==> src/sv/tglt_pkg.sv <==
// Shared types, constants and codes for the terrain grid LOD triangulator.
package tglt_pkg;

  // Page geometry.
  localparam int unsigned PAGE_CELLS = 128;
  localparam int unsigned PAGE_LOG2  = $clog2(PAGE_CELLS);
  localparam int unsigned COORD_W    = PAGE_LOG2 + 1;
  localparam int unsigned CELL_W     = 7;
  localparam int unsigned VERT_W     = 15;
  localparam int unsigned STEP_W     = 3;
  localparam int unsigned SH_W       = 2;
  localparam int unsigned STAT_W     = 2;
  localparam int unsigned CNT_W      = 3;
  localparam int unsigned OFF_W      = 4;
  localparam int unsigned CLS_W      = 4;

  // Register reset value, address width and register address.
  localparam logic [STEP_W-1:0] LOD_STEP_RESET = STEP_W'(4);
  localparam int unsigned ADDR_W = 2;
  localparam logic [ADDR_W-1:0] ADDR_LOD_STEP = ADDR_W'(0);

  // Result status codes.
  localparam logic [STAT_W-1:0] ST_OK       = 2'd0;
  localparam logic [STAT_W-1:0] ST_BAD_STEP = 2'd1;
  localparam logic [STAT_W-1:0] ST_RANGE    = 2'd2;

  // Cell classes that select a triangle pattern.
  localparam logic [CLS_W-1:0] CL_QUAD  = 4'd0;
  localparam logic [CLS_W-1:0] CL_TL    = 4'd1;
  localparam logic [CLS_W-1:0] CL_TR    = 4'd2;
  localparam logic [CLS_W-1:0] CL_BL    = 4'd3;
  localparam logic [CLS_W-1:0] CL_BR    = 4'd4;
  localparam logic [CLS_W-1:0] CL_TOP   = 4'd5;
  localparam logic [CLS_W-1:0] CL_BOT   = 4'd6;
  localparam logic [CLS_W-1:0] CL_LEFT  = 4'd7;
  localparam logic [CLS_W-1:0] CL_RIGHT = 4'd8;
  localparam logic [CLS_W-1:0] CL_ERR   = 4'd9;

  // Input transaction payload.
  typedef struct packed {
    logic [CELL_W-1:0] cell_col;
    logic [CELL_W-1:0] cell_row;
  } in_t;

  // Result transaction payload.
  typedef struct packed {
    logic [VERT_W-1:0] vertex_a;
    logic [VERT_W-1:0] vertex_b;
    logic [VERT_W-1:0] vertex_c;
    logic              last_of_cell;
    logic [STAT_W-1:0] status;
  } out_t;

endpackage

==> src/sv/tglt_vidx.sv <==
// Two-stage unit that maps a kept sample position to its raster vertex index.
module tglt_vidx (
  input  logic                        clk,
  input  logic [tglt_pkg::COORD_W-1:0] x,
  input  logic [tglt_pkg::COORD_W-1:0] y,
  input  logic [tglt_pkg::SH_W-1:0]    sh,
  input  logic                        zero,
  output logic [tglt_pkg::VERT_W-1:0]  idx
);
  import tglt_pkg::*;

  logic [COORD_W-1:0] ym1;
  logic [COORD_W-1:0] lat;
  logic [COORD_W-1:0] ymask;
  logic [VERT_W-1:0]  base_nxt;
  logic [COORD_W-1:0] pos_nxt;
  logic [VERT_W-1:0]  base_r;
  logic [COORD_W-1:0] pos_r;
  logic               zero_r;
  logic [VERT_W-1:0]  idx_r;

  // Row base: full top row, then per row either a lattice row or two border samples.
  always_comb begin
    ym1   = y - COORD_W'(1);
    lat   = ym1 >> sh;
    ymask = (COORD_W'(1) << sh) - COORD_W'(1);
    if (y == '0) begin
      base_nxt = '0;
    end else begin
      base_nxt = VERT_W'(PAGE_CELLS + 1)
               + ((VERT_W'(lat) << PAGE_LOG2) >> sh)
               + VERT_W'(lat)
               + (VERT_W'(ym1 - lat) << 1);
    end
    // Position within the row.
    if (y == '0 || y == COORD_W'(PAGE_CELLS) || sh == '0) begin
      pos_nxt = x;
    end else if ((y & ymask) == '0) begin
      pos_nxt = x >> sh;
    end else begin
      pos_nxt = (x == '0) ? COORD_W'(0) : COORD_W'(1);
    end
  end

  // First stage holds base and position, second stage their sum.
  always_ff @(posedge clk) begin
    base_r <= base_nxt;
    pos_r  <= pos_nxt;
    zero_r <= zero;
    idx_r  <= zero_r ? '0 : base_r + VERT_W'(pos_r);
  end

  assign idx = idx_r;

endmodule

==> src/sv/terrain_grid_lod_triangulator.sv <==
// Top level of the terrain grid LOD triangulator: decode, triangle sequencer, index pipeline.
//
//   Channel   Ports                                       Moves
//   input     start, busy, in_data                        one coarse cell per transaction
//   result    out_valid, out_data                         one triangle or error per cycle
//   config    psel, penable, pwrite, paddr, pwdata,       lod_step register at address 0
//             prdata, pready
//
// The sequencer emits one triangle per cycle; a cell has 2 triangles (interior or step
// 1), step+1 triangles (edge), 2*step triangles (corner) or a single error result.
// A new cell is taken in the cycle its predecessor emits its last triangle.
// A cell's first result passes the point stage and the index unit stages to the ports.
// Reset (rst_n low, synchronous) empties the pipeline and sets lod_step to 4.
// Results cannot be held off, so nothing after the sequencer ever stalls.
module terrain_grid_lod_triangulator (
  input  logic                          clk,
  input  logic                          rst_n,
  input  logic                          start,
  output logic                          busy,
  input  tglt_pkg::in_t                 in_data,
  output logic                          out_valid,
  output tglt_pkg::out_t                out_data,
  input  logic                          psel,
  input  logic                          penable,
  input  logic                          pwrite,
  input  logic [tglt_pkg::ADDR_W-1:0]   paddr,
  input  logic [31:0]                   pwdata,
  output logic [31:0]                   prdata,
  output logic                          pready
);
  import tglt_pkg::*;

  // Configuration register.
  logic [STEP_W-1:0] lod_step_r;

  // Decoded cell held for the sequencer.
  logic               a_valid_r, a_valid_nxt;
  logic [COORD_W-1:0] a_x0_r, a_y0_r;
  logic [SH_W-1:0]    a_sh_r;
  logic [CLS_W-1:0]   a_cls_r;
  logic [STAT_W-1:0]  a_status_r;
  logic [CNT_W-1:0]   a_nm1_r;
  logic [CNT_W-1:0]   k_r, k_nxt;

  // Decode of the incoming cell.
  logic               accept;
  logic               step_ok;
  logic [SH_W-1:0]    dec_sh;
  logic [COORD_W-1:0] dec_cells, dec_x0, dec_y0, dec_s;
  logic               dec_top, dec_bot, dec_left, dec_right;
  logic [CLS_W-1:0]   dec_cls;
  logic [STAT_W-1:0]  dec_status;
  logic [CNT_W-1:0]   dec_nm1;
  logic               seq_last;

  // Triangle corner offsets from the cell origin.
  logic [OFF_W-1:0]   s4, k4;
  logic [OFF_W-1:0]   dxa, dya, dxb, dyb, dxc, dyc;

  // Point stage.
  logic               b_valid_r, b_last_r, b_zero_r;
  logic [STAT_W-1:0]  b_status_r;
  logic [SH_W-1:0]    b_sh_r;
  logic [COORD_W-1:0] b_xa_r, b_ya_r, b_xb_r, b_yb_r, b_xc_r, b_yc_r;

  // Control that travels beside the index units.
  logic               c_valid_r, c_last_r, d_valid_r, d_last_r;
  logic [STAT_W-1:0]  c_status_r, d_status_r;
  logic [VERT_W-1:0]  va, vb, vc;

  // Fan chain point j of a corner cell, as {dx, dy}.
  function automatic logic [2*OFF_W-1:0] chain_pt(input logic [CLS_W-1:0] cls,
                                                   input logic [OFF_W-1:0] j,
                                                   input logic [OFF_W-1:0] s);
    logic lo;
    logic [2*OFF_W-1:0] r;
    lo = (j <= s);
    case (cls)
      CL_TL:   r = lo ? {s - j, OFF_W'(0)} : {OFF_W'(0), j - s};
      CL_TR:   r = lo ? {s, s - j} : {(s << 1) - j, OFF_W'(0)};
      CL_BL:   r = lo ? {OFF_W'(0), j} : {j - s, s};
      CL_BR:   r = lo ? {j, s} : {s, (s << 1) - j};
      default: r = '0;
    endcase
    return r;
  endfunction

  // APB register port; the single register lies at address 0.
  always_ff @(posedge clk) begin
    if (!rst_n) begin
      lod_step_r <= LOD_STEP_RESET;
    end else if (psel && penable && pwrite && pready && paddr == ADDR_LOD_STEP) begin
      lod_step_r <= pwdata[STEP_W-1:0];
    end
  end

  assign pready = 1'b1;
  assign prdata = (paddr == ADDR_LOD_STEP) ? {{(32-STEP_W){1'b0}}, lod_step_r} : 32'd0;

  // Handshake: the held cell frees up in the cycle of its last triangle.
  assign seq_last = (k_r == a_nm1_r);
  assign busy     = a_valid_r && !seq_last;
  assign accept   = start && !busy;

  // Decode step, range and cell class.
  always_comb begin
    step_ok = (lod_step_r == STEP_W'(1)) || (lod_step_r == STEP_W'(2))
           || (lod_step_r == STEP_W'(4));
    case (lod_step_r)
      STEP_W'(2): dec_sh = SH_W'(1);
      STEP_W'(4): dec_sh = SH_W'(2);
      default:    dec_sh = SH_W'(0);
    endcase
    dec_s     = COORD_W'(1) << dec_sh;
    dec_cells = COORD_W'(PAGE_CELLS) >> dec_sh;
    dec_x0    = COORD_W'(in_data.cell_col) << dec_sh;
    dec_y0    = COORD_W'(in_data.cell_row) << dec_sh;
    dec_top   = (dec_y0 == '0);
    dec_bot   = (dec_y0 + dec_s == COORD_W'(PAGE_CELLS));
    dec_left  = (dec_x0 == '0);
    dec_right = (dec_x0 + dec_s == COORD_W'(PAGE_CELLS));
    if (!step_ok) begin
      dec_status = ST_BAD_STEP;
    end else if (COORD_W'(in_data.cell_col) >= dec_cells
              || COORD_W'(in_data.cell_row) >= dec_cells) begin
      dec_status = ST_RANGE;
    end else begin
      dec_status = ST_OK;
    end
    if (dec_status != ST_OK) begin
      dec_cls = CL_ERR;
    end else if (dec_sh == '0 || !(dec_top || dec_bot || dec_left || dec_right)) begin
      dec_cls = CL_QUAD;
    end else if (dec_top && dec_left) begin
      dec_cls = CL_TL;
    end else if (dec_top && dec_right) begin
      dec_cls = CL_TR;
    end else if (dec_bot && dec_left) begin
      dec_cls = CL_BL;
    end else if (dec_bot && dec_right) begin
      dec_cls = CL_BR;
    end else if (dec_top) begin
      dec_cls = CL_TOP;
    end else if (dec_bot) begin
      dec_cls = CL_BOT;
    end else if (dec_left) begin
      dec_cls = CL_LEFT;
    end else begin
      dec_cls = CL_RIGHT;
    end
    // Triangle count minus one.
    case (dec_cls)
      CL_ERR:                       dec_nm1 = CNT_W'(0);
      CL_QUAD:                      dec_nm1 = CNT_W'(1);
      CL_TL, CL_TR, CL_BL, CL_BR:   dec_nm1 = CNT_W'((dec_s << 1) - COORD_W'(1));
      default:                      dec_nm1 = CNT_W'(dec_s);
    endcase
  end

  // Sequencer control.
  always_comb begin
    a_valid_nxt = a_valid_r;
    k_nxt       = k_r;
    if (a_valid_r) begin
      k_nxt = seq_last ? '0 : k_r + CNT_W'(1);
      if (seq_last) begin
        a_valid_nxt = 1'b0;
      end
    end
    if (accept) begin
      a_valid_nxt = 1'b1;
      k_nxt       = '0;
    end
  end

  always_ff @(posedge clk) begin
    if (!rst_n) begin
      a_valid_r <= 1'b0;
      k_r       <= '0;
    end else begin
      a_valid_r <= a_valid_nxt;
      k_r       <= k_nxt;
    end
  end

  always_ff @(posedge clk) begin
    if (accept) begin
      a_x0_r     <= dec_x0;
      a_y0_r     <= dec_y0;
      a_sh_r     <= dec_sh;
      a_cls_r    <= dec_cls;
      a_status_r <= dec_status;
      a_nm1_r    <= dec_nm1;
    end
  end

  // Corner offsets of triangle k of the held cell.
  always_comb begin
    s4 = OFF_W'(1) << a_sh_r;
    k4 = OFF_W'(k_r);
    {dxa, dya, dxb, dyb, dxc, dyc} = '0;
    case (a_cls_r)
      CL_QUAD: begin
        if (k_r == '0) begin
          {dxa, dya, dxb, dyb, dxc, dyc} = {OFF_W'(0), OFF_W'(0), OFF_W'(0), s4, s4, OFF_W'(0)};
        end else begin
          {dxa, dya, dxb, dyb, dxc, dyc} = {s4, OFF_W'(0), OFF_W'(0), s4, s4, s4};
        end
      end
      CL_TL, CL_TR, CL_BL, CL_BR: begin
        {dxb, dyb} = chain_pt(a_cls_r, k4, s4);
        {dxc, dyc} = chain_pt(a_cls_r, k4 + OFF_W'(1), s4);
        case (a_cls_r)
          CL_TL:   {dxa, dya} = {s4, s4};
          CL_TR:   {dxa, dya} = {OFF_W'(0), s4};
          CL_BL:   {dxa, dya} = {s4, OFF_W'(0)};
          default: {dxa, dya} = {OFF_W'(0), OFF_W'(0)};
        endcase
      end
      CL_TOP, CL_LEFT: begin
        if (k4 == s4) begin
          {dxa, dya, dxb, dyb, dxc, dyc} = {s4, OFF_W'(0), OFF_W'(0), s4, s4, s4};
        end else if (a_cls_r == CL_TOP) begin
          {dxa, dya, dxb, dyb, dxc, dyc} =
            {OFF_W'(0), s4, k4 + OFF_W'(1), OFF_W'(0), k4, OFF_W'(0)};
        end else begin
          {dxa, dya, dxb, dyb, dxc, dyc} =
            {s4, OFF_W'(0), OFF_W'(0), k4, OFF_W'(0), k4 + OFF_W'(1)};
        end
      end
      CL_BOT, CL_RIGHT: begin
        if (k4 == s4) begin
          {dxa, dya, dxb, dyb, dxc, dyc} =
            {OFF_W'(0), OFF_W'(0), OFF_W'(0), s4, s4, OFF_W'(0)};
        end else if (a_cls_r == CL_BOT) begin
          {dxa, dya, dxb, dyb, dxc, dyc} = {s4, OFF_W'(0), k4, s4, k4 + OFF_W'(1), s4};
        end else begin
          {dxa, dya, dxb, dyb, dxc, dyc} = {OFF_W'(0), s4, s4, k4 + OFF_W'(1), s4, k4};
        end
      end
      default: begin
        {dxa, dya, dxb, dyb, dxc, dyc} = '0;
      end
    endcase
  end

  // Point stage: absolute sample coordinates of the three corners.
  always_ff @(posedge clk) begin
    if (!rst_n) begin
      b_valid_r <= 1'b0;
    end else begin
      b_valid_r <= a_valid_r;
    end
  end

  always_ff @(posedge clk) begin
    b_xa_r     <= a_x0_r + COORD_W'(dxa);
    b_ya_r     <= a_y0_r + COORD_W'(dya);
    b_xb_r     <= a_x0_r + COORD_W'(dxb);
    b_yb_r     <= a_y0_r + COORD_W'(dyb);
    b_xc_r     <= a_x0_r + COORD_W'(dxc);
    b_yc_r     <= a_y0_r + COORD_W'(dyc);
    b_sh_r     <= a_sh_r;
    b_last_r   <= seq_last;
    b_status_r <= a_status_r;
    b_zero_r   <= (a_status_r != ST_OK);
  end

  // Vertex index units, one per corner.
  tglt_vidx u_vidx_a (.clk(clk), .x(b_xa_r), .y(b_ya_r), .sh(b_sh_r), .zero(b_zero_r),
                      .idx(va));
  tglt_vidx u_vidx_b (.clk(clk), .x(b_xb_r), .y(b_yb_r), .sh(b_sh_r), .zero(b_zero_r),
                      .idx(vb));
  tglt_vidx u_vidx_c (.clk(clk), .x(b_xc_r), .y(b_yc_r), .sh(b_sh_r), .zero(b_zero_r),
                      .idx(vc));

  // Valid bits and flags matched to the index unit latency.
  always_ff @(posedge clk) begin
    if (!rst_n) begin
      c_valid_r <= 1'b0;
      d_valid_r <= 1'b0;
    end else begin
      c_valid_r <= b_valid_r;
      d_valid_r <= c_valid_r;
    end
  end

  always_ff @(posedge clk) begin
    c_last_r   <= b_last_r;
    c_status_r <= b_status_r;
    d_last_r   <= c_last_r;
    d_status_r <= c_status_r;
  end

  // Result port.
  assign out_valid             = d_valid_r;
  assign out_data.vertex_a     = va;
  assign out_data.vertex_b     = vb;
  assign out_data.vertex_c     = vc;
  assign out_data.last_of_cell = d_last_r;
  assign out_data.status       = d_status_r;

endmodule

==> config.mk <==
export PLATFORM = sky130hd
export DESIGN_NAME = terrain_grid_lod_triangulator
export DESIGN_NICKNAME = d
export VERILOG_FILES = /design/src/sv/tglt_pkg.sv /design/src/sv/tglt_vidx.sv /design/src/sv/terrain_grid_lod_triangulator.sv
export SDC_FILE = /design/constraint.sdc
export NUM_CORES = 1
export LEC_CHECK = 0
export ABC_AREA = 1
export BUFFER_PORTS_ARGS = -buffer_cell sky130_fd_sc_hd__buf_2
export CAP_MARGIN = 10
export CORE_AREA = 4 4 169 171
export CTS_CLUSTER_SIZE = 24
export DETAILED_ROUTE_END_ITERATION = 10
export DIE_AREA = 0 0 173 175
export PLACE_DENSITY = 0.89
export SYNTH_ARGS = -nofsm -noshare
export SYNTH_HDL_FRONTEND = slang
export SYNTH_SLANG_ARGS = --single-unit
==> constraint.sdc <==
create_clock -name clk -period 5.7 [get_ports clk]
set_input_delay 0.285 -clock clk [delete_from_list [all_inputs] [get_ports clk]]
set_output_delay 0.285 -clock clk [all_outputs]
set_load 0.02 [all_outputs]
Word-level counts from Yosys, hierarchy flattened
Index checks and enable logic that the tools add are counted.
- input bits: 54
- flip-flop bits (word level): 212
- bitwise gates (word level): 4
- multiplexer cells: 70
- reductions and logical operators: 51
- shift-type cells: 15
- equality and inequality tests: 23
- order comparisons: 4
- add/sub/neg operators: 36
- operator list (operator ; number):
    4-bit two-way mux ; 34
    8-bit two-way mux ; 14
    15-bit by 8-bit adder with 15-bit output ; 6
    8-bit logical NOT ; 11
    4-bit case mux with 4 select lines ; 4
    8-bit case mux with 4 select lines ; 2
    8-bit by 4-bit adder with 8-bit output ; 6
    8-bit by 2-bit right shift with 8-bit output ; 6
    15-bit adder ; 3
    8-bit by 15-bit adder with 15-bit output (first input constant) ; 3
    15-bit by 2-bit right shift with 15-bit output ; 3
    8-bit == test (second input constant) ; 5
    8-bit by 8-bit subtractor with 9-bit output ; 3
    8-bit AND ; 3
    4-bit case mux with 3 select lines ; 2
    8-bit by 1-bit subtractor with 8-bit output (second input constant) ; 3
    4-bit by 3-bit == test with 1-bit output (second input constant) ; 5
    8-bit adder ; 2
    4-bit by 2-bit == test with 1-bit output (second input constant) ; 4
    7-bit by 8-bit >= comparator with 1-bit output ; 2
    1-bit by 2-bit left shift with 8-bit output (first input constant) ; 2
    7-bit by 2-bit left shift with 8-bit output ; 2
    1-bit logical OR ; 13
    3-bit two-way mux ; 4
    other kinds (31) ; 61

Logic depth before layout (Yosys ltp)
Gate-level depths: netlist (run 1).
- depth after elaboration: 16
- mapped depth: 36
- mapped depth without buffers: 36

By module
Synthesis (run 1) repeated with hierarchy kept, for this count alone.
- cells, all modules: 2436
- area, all modules: 17603.1 µm²
- modules (own cells, without submodules) (module ; times used ; cells an instance ; sequential area each (µm²) ; area each (µm²)):
    terrain_grid_lod_triangulator ; 1 ; 921 ; 2212.1 ; 6967.9
    tglt_vidx at u_vidx_b ; 1 ; 517 ; 780.7 ; 3641.0
    tglt_vidx at u_vidx_c ; 1 ; 500 ; 780.7 ; 3524.6
    tglt_vidx at u_vidx_a ; 1 ; 498 ; 780.7 ; 3469.6

Worst setup path before layout (run 1)
No wires, ideal clock.
- path kind: reg2reg
- start point: register b_sh_r[0]
- end point: register u_vidx_c.base_r[12]
- data required time: 5.585 ns
- data arrival time: 4.889 ns
- period minus slack after synthesis: 5.004 ns
- path buffers: 2
- path slack: 0.696 ns
- stages on the path, launching flop included: 28
- path through: dfxtp_1 -> clkbuf_1 -> clkinv_1 -> nor2_1 -> inv_1 -> clkbuf_1 -> o21ai_0 -> inv_1 -> ha_1 -> inv_1 -> fa_1 -> a21oi_1 -> o21ai_0 -> xnor2_1 -> fa_1 -> inv_1 -> ha_1 -> ha_1 -> inv_1 -> o31ai_1 -> inv_1 -> o21ai_0 -> nand3_1 -> a21boi_0 -> o21ai_0 -> nand2_1 -> a21oi_1 -> o21a_1
- cells in the longest elaborated chain, start to end: 5
- elaborated cells between the ends (all ways): 6
- ends and longest elaborated chain (what ; line ; text):
    from (decl) ; terrain_grid_lod_triangulator.sv:63 ; logic [SH_W-1:0] b_sh_r;
    from (signal assigned) ; terrain_grid_lod_triangulator.sv:263 ; b_sh_r <= a_sh_r;
    8-bit by 2-bit right shift with 8-bit output ; tglt_vidx.sv:25 ; lat = ym1 >> sh;
    15-bit by 2-bit right shift with 15-bit output ; tglt_vidx.sv:31 ; + ((VERT_W'(lat) << PAGE_LOG2) >> sh)
    8-bit by 15-bit adder with 15-bit output ; tglt_vidx.sv:31 ;
    15-bit by 8-bit adder with 15-bit output ; tglt_vidx.sv:32 ; + VERT_W'(lat)
    15-bit adder (*) ; tglt_vidx.sv:33 ; + (VERT_W'(ym1 - lat) << 1);
    to (signal assigned) ; tglt_vidx.sv:47 ; base_r <= base_nxt;
    to (decl) ; tglt_vidx.sv:17 ; logic [VERT_W-1:0] base_r;
Mark *: on every way between the ends. The rest lies on a longest branch, timed or not.
A chain may end at the register's enable or synchronous reset.

Final worst setup path (run 1)
- start point: register b_ya_r[0]
- end point: register u_vidx_a.base_r[14]
- cells in the longest elaborated chain, start to end: 6
- elaborated cells between the ends (all ways): 8
- ends and longest elaborated chain (what ; line ; text):
    from (decl) ; terrain_grid_lod_triangulator.sv:64 ; logic [COORD_W-1:0] b_xa_r, b_ya_r, b_xb_r, b_yb_r, b_xc_r, b_yc_r;
    from (signal assigned) ; terrain_grid_lod_triangulator.sv:258 ; b_ya_r <= a_y0_r + COORD_W'(dya);
    8-bit by 1-bit subtractor with 8-bit output ; tglt_vidx.sv:24 ; ym1 = y - COORD_W'(1);
    8-bit by 2-bit right shift with 8-bit output ; tglt_vidx.sv:25 ;
    15-bit by 2-bit right shift with 15-bit output ; tglt_vidx.sv:31 ;
    8-bit by 15-bit adder with 15-bit output ; tglt_vidx.sv:31 ;
    15-bit by 8-bit adder with 15-bit output ; tglt_vidx.sv:32 ;
    15-bit adder ; tglt_vidx.sv:33 ;
    to (signal assigned) ; tglt_vidx.sv:47 ;
    to (decl) ; tglt_vidx.sv:17 ;
Several ways; a longest one is shown, not always the timed one.

==> results of run 1 <==
-- worst max path at each step --
stage,from,endpoint,slack [ns],depth (start not counted)
2_1_floorplan,b_sh_r[0]$_DFF_P_,u_vidx_c.base_r[12]$_SDFF_PP0_,0.70,27
3_3_place_gp,b_yc_r[0]$_DFF_P_,u_vidx_c.base_r[12]$_SDFF_PP0_,0.38,27
3_5_place_dp,b_ya_r[0]$_DFF_P_,u_vidx_a.base_r[14]$_SDFF_PP0_,0.17,33
4_1_cts,b_ya_r[0]$_DFF_P_,u_vidx_a.base_r[14]$_SDFF_PP0_,0.12,33
5_1_grt,b_yb_r[0]$_DFF_P_,u_vidx_b.base_r[14]$_SDFF_PP0_,-0.02,32
6_report,b_ya_r[0]$_DFF_P_,u_vidx_a.base_r[14]$_SDFF_PP0_,0.33,36
-- flip-flops by register name, indices dropped and copies added (netlist names), 15 cells and up --
signal	count
u_vidx_c.base_r	15
u_vidx_b.base_r	15
u_vidx_a.base_r	15
u_vidx_a.idx	15
u_vidx_b.idx	15
u_vidx_c.idx	15
-- worst reg2reg max path, delay by kind of cell (launching register included) --
family / cells / cell delay, ns
AO/OA/AOI/OAI: 10 / 1.32
XOR/XNOR: 2 / 0.32
adder cells (fa/ha/maj): 5 / 1.64
buffers and inverters: 8 / 0.65
flip-flops: 1 / 0.35
AND/OR/NAND/NOR: 11 / 0.99
-- through the flow --
stage,cell area [µm²],hold WS (ns),power (W),cells,util [%]
3_3_place_gp,17400,0.310,0.00625,2646,64.6
3_5_place_dp,17400,0.314,0.00649,2646,64.6
6_report,18200,0.0485,0.00826,2688,67.9
4_1_cts,18100,0.0322,0.00811,2688,67.5
5_1_grt,18200,0.0739,0.00905,2688,67.9
2_1_floorplan,16700,0.310,0.00551,2266,-
-- layout by cell type (no fill, tap or decap), drive strengths merged, types with 30 or more instances in the layout --
cell type / netlist / routed
nand2: 361 / 361
xor2: 44 / 44
inv: 351 / 354
fa: 35 / 35
clkbuf: 43 / 30
xnor2: 40 / 40
nand3: 93 / 93
nor2: 212 / 212
dfxtp: 185 / 185
ha: 211 / 211
conb: 2 / 34
a21oi: 150 / 150
buf: 42 / 124
o21ai: 217 / 217
-- routing by layer --
metal  vias to the layer above  routed length (µm)  global-route usage, %
met4                         0                1030                   7.08
li1                       7543                   -                      -
met1                      7075               17600                   33.0
met3                       100                2760                   3.40
met5                         -                   0                      0
met2                       607               20500                   48.5
-- power groups by stage --
stage	Clock, W	Combinational [W]	Sequential [W]
2_1_floorplan	0	0.00334	0.00216
3_3_place_gp	0	0.00413	0.00212
3_5_place_dp	0	0.00436	0.00214
4_1_cts	0.00153	0.00447	0.00210
5_1_grt	0.00159	0.00531	0.00215
6_report	0.00150	0.00465	0.00211
-- area by class of cell --
class / count / area share, %
multi-input combinational: 1612 / 57.1
sequential: 212 / 24.8
inverter: 357 / 7.35
timing repair buffer: 124 / 4.12
clock buffer: 30 / 3.69
tap: 341 / 2.34
clock inverter: 12 / 0.604
-- cell families (layout without fill, tap and decap cells) --
kind of cell / count (synthesis) / count (layout)
compound gates: 505 / 505
xor+xnor: 84 / 84
fa+ha+maj: 246 / 246
buf+inv: 442 / 523
flops: 212 / 212
other cells: 2 / 34
simple gates: 743 / 743
-- timing repair --
item | in CTS | in global routing
gates resized for setup | 0 | 31
endpoints found under the setup margin | 0 | 10
hold buffers | 0 | 0
==> out/results.tsv, run 1 <==
stage	metric	value	unit
worst_setup_path	peak fanout along the critical path	5	
place	gpl congestion	0.952	
finish	Area growth syn-to-layout	10.2	%
power	NetSw	0.00367	W
logic_synthesis	Simple-Gate Fraction of Synth Area	19.5	%
global_route	grt ovf	0	
logic_synthesis	Yosys reg bits	212	
global_route	initial antenna violation count	0	
logic_synthesis	mux contribution to synthesized area	0	%
run_status	outcome	finished, final reports clean	
min_path	Min-Delay Path Depth	3	
logic_synthesis	Avg Inst Size Synth	7.41	µm²
power	Clk network pwr share	18.2	%
worst_setup_path	Required @ worst endpoint	6.11	ns
logic_synthesis	adder-cell share of the synthesized area	20.2	%
worst_setup_path	critical path class	reg2reg	
min_path	WHS Endpoint	lod_step_r[2]$_SDFFE_PN1P_	
logic_synthesis	Synth Area in Compound Gates	17.5	%
timing	Fin Setup TNS	0	ns
place	IO Port Bufs	77	
worst_setup_path	Critical-path top delay cell	fa_1	
detailed_routing	routed vias	15325	
logic_synthesis	Most used DFF post-synth	dfxtp_1	
die	core area	26900	µm²
power	LEAKAGE	9.29	nW
detailed_routing	drt drc	0	
power	PwrDens	453	nW/µm²
timing	Slew Limit Fails	0	
global_route	global-route wire length before repair	68600	µm
detailed_routing	DRT iter0 DRCs	1115	
die	die height	175	µm
timing	final setup violation count	0	
timing	Slew @ Worst Pin	0.888	ns
min_path	Hold Crit Start	pwdata[2]	
worst_setup_path	Top Family by Delay on Critical Path	adder cells	
die	Starting Density	61.6	%
clock_tree	Clk pin slew, worst setup/hold paths	0.06	ns
timing	post-route setup slack	0.328	ns
clock_tree	clock latency at the later pin of the worst-skew pair	0.52	ns
die	die width	173	µm
power	Seq pwr share	25.5	%
worst_setup_path	CP max stage delay	0.59	ns
detailed_routing	first-pass detailed-route iteration total	6	
finish	multi-input combinational cell area	10400	µm²
power	Comb power frac	56.3	%
logic_synthesis	Synth Area in XOR/XNOR	4.45	%
timing	Tmin final	5.37	ns
power	maximum vdd ir drop	325	µV
place	Final HPWL DP	32600	µm
logic_synthesis	Post-Syn Instances	2234	
die	I/O Pins	137	
logic_synthesis	most frequent cell after synthesis	nand2_1	
power	Sw Ratio	44.4	%
logic_synthesis	ys async rst share	0	%
detailed_routing	total wire length	41900	µm
min_path	HP Class	in2reg	
detailed_routing	WL/cell	15.6	µm
worst_setup_path	r2r endpoint	u_vidx_a.base_r[14]$_SDFF_PP0_	
finish	Filler Cells Inserted	2170	
worst_setup_path	CP startpoint kind	register	
timing	period utilization	94.2	%
power	P_int	0.00459	W
clock_tree	CTS Buf Count	23	
finish	FF+latch area	4520	µm²
logic_synthesis	Post-synth EDFFs	27	
logic_synthesis	post-synthesis sequential area ratio	27.3	%
logic_synthesis	Synth area leader	dfxtp_1	
run	Max Cap Viol	0	
global_route	vias in the first global route	14772	
logic_synthesis	YS warnings	0	
logic_synthesis	synth top area cells	dfxtp_1, ha_1, nand2_1	
clock_tree	clock root buffer	clkbuf_16	
clock_tree	clock sinks	212	
detailed_routing	Vias/cell	5.70	
logic_synthesis	post-synth top area share	22.4	%
timing	Final Hold Fails	0	
timing	highest clock rate	0.186	GHz
finish	share of layout cells above drive strength 1	10.1	%
timing	Slew headroom	40.5	%
clock_tree	H-Tree Depth	1	
logic_synthesis	count of cell types in the netlist	64	
worst_setup_path	CP dominant cell by count	inv_1	
global_route	GRT Overall Usage	26.5	%
logic_synthesis	synthesized area	16500	µm²
die	row cnt	60	
die	total die area	30300	µm²
logic_synthesis	largest family of logic cells by synthesized area	adder cells	
timing	RSZ-0062 raised after global routing	true	
worst_setup_path	Critical Path AT	5.79	ns
timing	skew final	0.0173	ns
worst_setup_path	R2R cell count	36	
detailed_routing	remaining antenna violation count	0	
clock_tree	CTS tree	yes	
worst_setup_path	worst r2r src	b_ya_r[0]$_DFF_P_	
finish	Antenna Cells	0	
worst_setup_path	CP Buf/Inv Count	8	
finish	Nets	2630	
worst_setup_path	Setup crit end kind	register	
clock_tree	Bufs on Longest Clock Path	3	
global_route	largest net degree at the start of global routing	39	
clock_tree	Setup Fix Bufs, Post-CTS	0	
worst_setup_path	flop-to-flop setup slack	0.33	ns
place	Place WS	0.166	ns
logic_synthesis	commonest cells in the netlist	nand2_1, inv_1, ha_1	
(Power assumes the default switching activity.)
==> run 2: changes to the inputs <==
CORE_AREA = 4 4 240 242   (was 4 4 169 171)
DIE_AREA = 0 0 244 246   (was 0 0 173 175)
PLACE_DENSITY = 0.54   (was 0.89)
==> out/results.tsv, run 2 (synthesis gave the netlist of run 1 again) <==
stage	metric	value	unit	change
finish	commonest non-fill, non-tap cells in the layout	nand2_1, inv_1, ha_1		unchanged
worst_setup_path	Critical Path AT	5.67	ns	was 5.79 ns
place	Inst Count DP	3079		was 2,646
min_path	Hold Crit Start	pwdata[2]		unchanged
power	LEAKAGE	9.45	nW	was 9.29 nW
worst_setup_path	Critical-path top delay cell	fa_1		unchanged
timing	Tmin final	5.22	ns	was 5.37 ns
die	Starting Density	30.0	%	was 61.6%
die	row cnt	86		was 60
clock_tree	CTS Buf Count	25		was 23
min_path	Min-Delay Path Depth	3		unchanged
detailed_routing	drt drc	0		unchanged
min_path	HP Class	in2reg		unchanged
detailed_routing	Vias/cell	4.67		was 5.70
global_route	largest net degree at the start of global routing	41		was 39
worst_setup_path	peak fanout along the critical path	4		was 5
place	Final HPWL DP	34700	µm	was 32,600 µm
power	Sw Ratio	43.1	%	was 44.4%
power	NetSw	0.00351	W	was 0.00367 W
detailed_routing	total wire length	43300	µm	was 41,900 µm
worst_setup_path	Crit path depth	29		was 36
timing	Fin Setup TNS	0	ns	unchanged
worst_setup_path	flop-to-flop setup slack	0.48	ns	was 0.33 ns
timing	Final Hold Fails	0		unchanged
finish	commonest non-fill, non-tap cell in the layout	nand2_1		unchanged
finish	Nets	2659		was 2,630
finish	Filler Cells Inserted	5885		was 2,170
die	total die area	60000	µm²	was 30,300 µm²
power	maximum vdd ir drop	215	µV	was 325 µV
global_route	vias in the first global route	13847		was 14,772
global_route	global-route wire length before repair	70800	µm	was 68,600 µm
worst_setup_path	Setup crit end kind	register		unchanged
worst_setup_path	Required @ worst endpoint	6.15	ns	was 6.11 ns
timing	Slew @ Worst Pin	0.883	ns	was 0.888 ns
detailed_routing	first-pass detailed-route iteration total	5		was 6
timing	highest clock rate	0.192	GHz	was 0.186 GHz
clock_tree	Clk pin slew, worst setup/hold paths	0.06	ns	about the same
clock_tree	clock latency at the later pin of the worst-skew pair	0.56	ns	was 0.52 ns
die	die width	244	µm	was 173 µm
timing	Slew headroom	41.0	%	was 40.5%
power	Comb power frac	54.4	%	was 56.3%
finish	multi-input combinational cell area	10400	µm²	about the same
power	P_int	0.00464	W	was 0.00459 W
detailed_routing	DRT iter0 DRCs	790		was 1,115
clock_tree	CTS tree	yes		unchanged
worst_setup_path	critical path class	reg2reg		unchanged
global_route	GRT Overall Usage	14.2	%	was 26.5%
global_route	grt ovf	0		unchanged
finish	share of layout cells above drive strength 1	10.6	%	was 10.1%
worst_setup_path	R2R cell count	29		was 36
global_route	initial antenna violation count	0		unchanged
detailed_routing	WL/cell	13.9	µm	was 15.6 µm
worst_setup_path	CP startpoint kind	register		unchanged
run	Max Cap Viol	0		unchanged
finish	FF+latch area	4520	µm²	about the same
power	Power Total	0.00815	W	was 0.00826 W
timing	post-route setup slack	0.483	ns	was 0.328 ns
worst_setup_path	CP max stage delay	0.53	ns	was 0.59 ns
clock_tree	clock root buffer	clkbuf_16		unchanged
finish	Post-Layout Cell Count	3124		was 2,688
die	die height	246	µm	was 175 µm
min_path	WHS Endpoint	lod_step_r[2]$_SDFFE_PN1P_		unchanged
power	Clk network pwr share	19.8	%	was 18.2%
timing	final setup violation count	0		unchanged
worst_setup_path	CP Buf/Inv Count	8		unchanged
power	Seq pwr share	25.9	%	was 25.5%
place	Place WS	0.260	ns	was 0.166 ns
timing	period utilization	91.5	%	was 94.2%
timing	Slew Limit Fails	0		unchanged
clock_tree	Setup Fix Bufs, Post-CTS	0		unchanged
clock_tree	Bufs on Longest Clock Path	3		unchanged
die	core area	55100	µm²	was 26,900 µm²
place	gpl congestion	0.891		was 0.952
timing	skew final	0.0405	ns	was 0.0173 ns
worst_setup_path	worst r2r src	b_yc_r[0]$_DFF_P_		was b_ya_r[0]$_DFF_P_
detailed_routing	routed vias	14579		was 15,325
clock_tree	clock sinks	212		unchanged
worst_setup_path	Top Family by Delay on Critical Path	adder cells		unchanged
power	PwrDens	431	nW/µm²	was 453 nW/µm²
worst_setup_path	CP dominant cell by count	inv_1		unchanged
clock_tree	H-Tree Depth	1		unchanged
die	I/O Pins	137		unchanged
worst_setup_path	r2r endpoint	u_vidx_c.base_r[12]$_SDFF_PP0_		was u_vidx_a.base_r[14]$_SDFF_PP0_
run_status	outcome	finished, final reports clean		unchanged
place	IO Port Bufs	77		unchanged
detailed_routing	remaining antenna violation count	0		unchanged
timing	Hold WS	0.0239	ns	was 0.0485 ns
finish	Area growth syn-to-layout	14.4	%	was 10.2%
finish	Antenna Cells	0		unchanged
[run 2: changes by cell type in the layout (fill, tap and decap cells not counted), sizes merged]
| cell | delta |
|---|---|
| dlygate4sd3 | +1 |
| clkinvlp | -4 |
| clkbuf | +2 |
| bufinv | +2 |
| clkinv | +3 |
| inv | -1 |
| buf | +26 |
[run 2: stage by stage]
stage                     area (µm²)  utilization (%)
final                          18900             34.3
after global routing           18900             34.3
after CTS                      18900             34.3
after detailed placement       18000             32.8
after global placement         18000             32.8
after floorplan                16700                -
[run 2: timing repair]
item	4_1_cts	5_1_grt
gates resized for setup	0	20
endpoints found under the setup margin	0	8
endpoints found under the hold margin	1	0
hold buffers	1	0
[run 2: power by group through the flow]
| stage | logic [W] | registers [W] | clock network (W) |
|---|---|---|---|
| after global placement | 0.00435 | 0.00214 | 0 |
| after CTS | 0.00443 | 0.00211 | 0.00168 |
| after detailed placement | 0.00437 | 0.00214 | 0 |
| after floorplan | 0.00334 | 0.00216 | 0 |
| final | 0.00443 | 0.00211 | 0.00161 |
| after global routing | 0.00518 | 0.00215 | 0.00173 |
[run 2: worst reg2reg max path, delay by kind of cell, from the launching register on]
kind | cells | cell delay (ns)
xor gates and xnor gates | 2 | 0.42
buffers and inverters | 8 | 0.65
AOI/OAI and AO/OA | 11 | 1.56
DFF | 1 | 0.36
and+or+nand+nor | 2 | 0.20
adders and majority gates | 6 | 1.93
[run 2: final cells by class]
type | instances | share of cell area (%)
flip-flops and latches | 212 | 23.9
multi-input cells | 1612 | 54.7
repair buffers | 151 | 4.99
clock buffers | 32 | 3.55
well taps | 748 | 4.95
inverters | 357 | 7.08
clock inverters | 12 | 0.827
[run 2: how the worst max path moves through the flow]
| stage | endpoint | startpoint | slack, ns |
|---|---|---|---|
| floorplan | u_vidx_c.base_r[12]$_SDFF_PP0_ | b_sh_r[0]$_DFF_P_ | 0.70 |
| global placement | u_vidx_c.base_r[12]$_SDFF_PP0_ | b_yc_r[0]$_DFF_P_ | 0.33 |
| detailed placement | u_vidx_a.base_r[14]$_SDFF_PP0_ | b_ya_r[0]$_DFF_P_ | 0.26 |
| CTS | u_vidx_a.base_r[14]$_SDFF_PP0_ | b_ya_r[0]$_DFF_P_ | 0.24 |
| global route | u_vidx_c.base_r[12]$_SDFF_PP0_ | b_yc_r[0]$_DFF_P_ | -0.02 |
| finish | u_vidx_c.base_r[12]$_SDFF_PP0_ | b_yc_r[0]$_DFF_P_ | 0.48 |
[run 2: routing by layer]
| layer | share of wire [%] | track usage (%) | wire [µm] | up-vias |
|---|---|---|---|---|
| met5 | 0 | 0 | 0 | - |
| met4 | 2.7 | 3.85 | 1150 | 0 |
| met3 | 4.8 | 2.02 | 2100 | 62 |
| met2 | 44 | 23.0 | 19300 | 308 |
| met1 | 48 | 19.7 | 20800 | 6613 |
| li1 | - | - | - | 7596 |
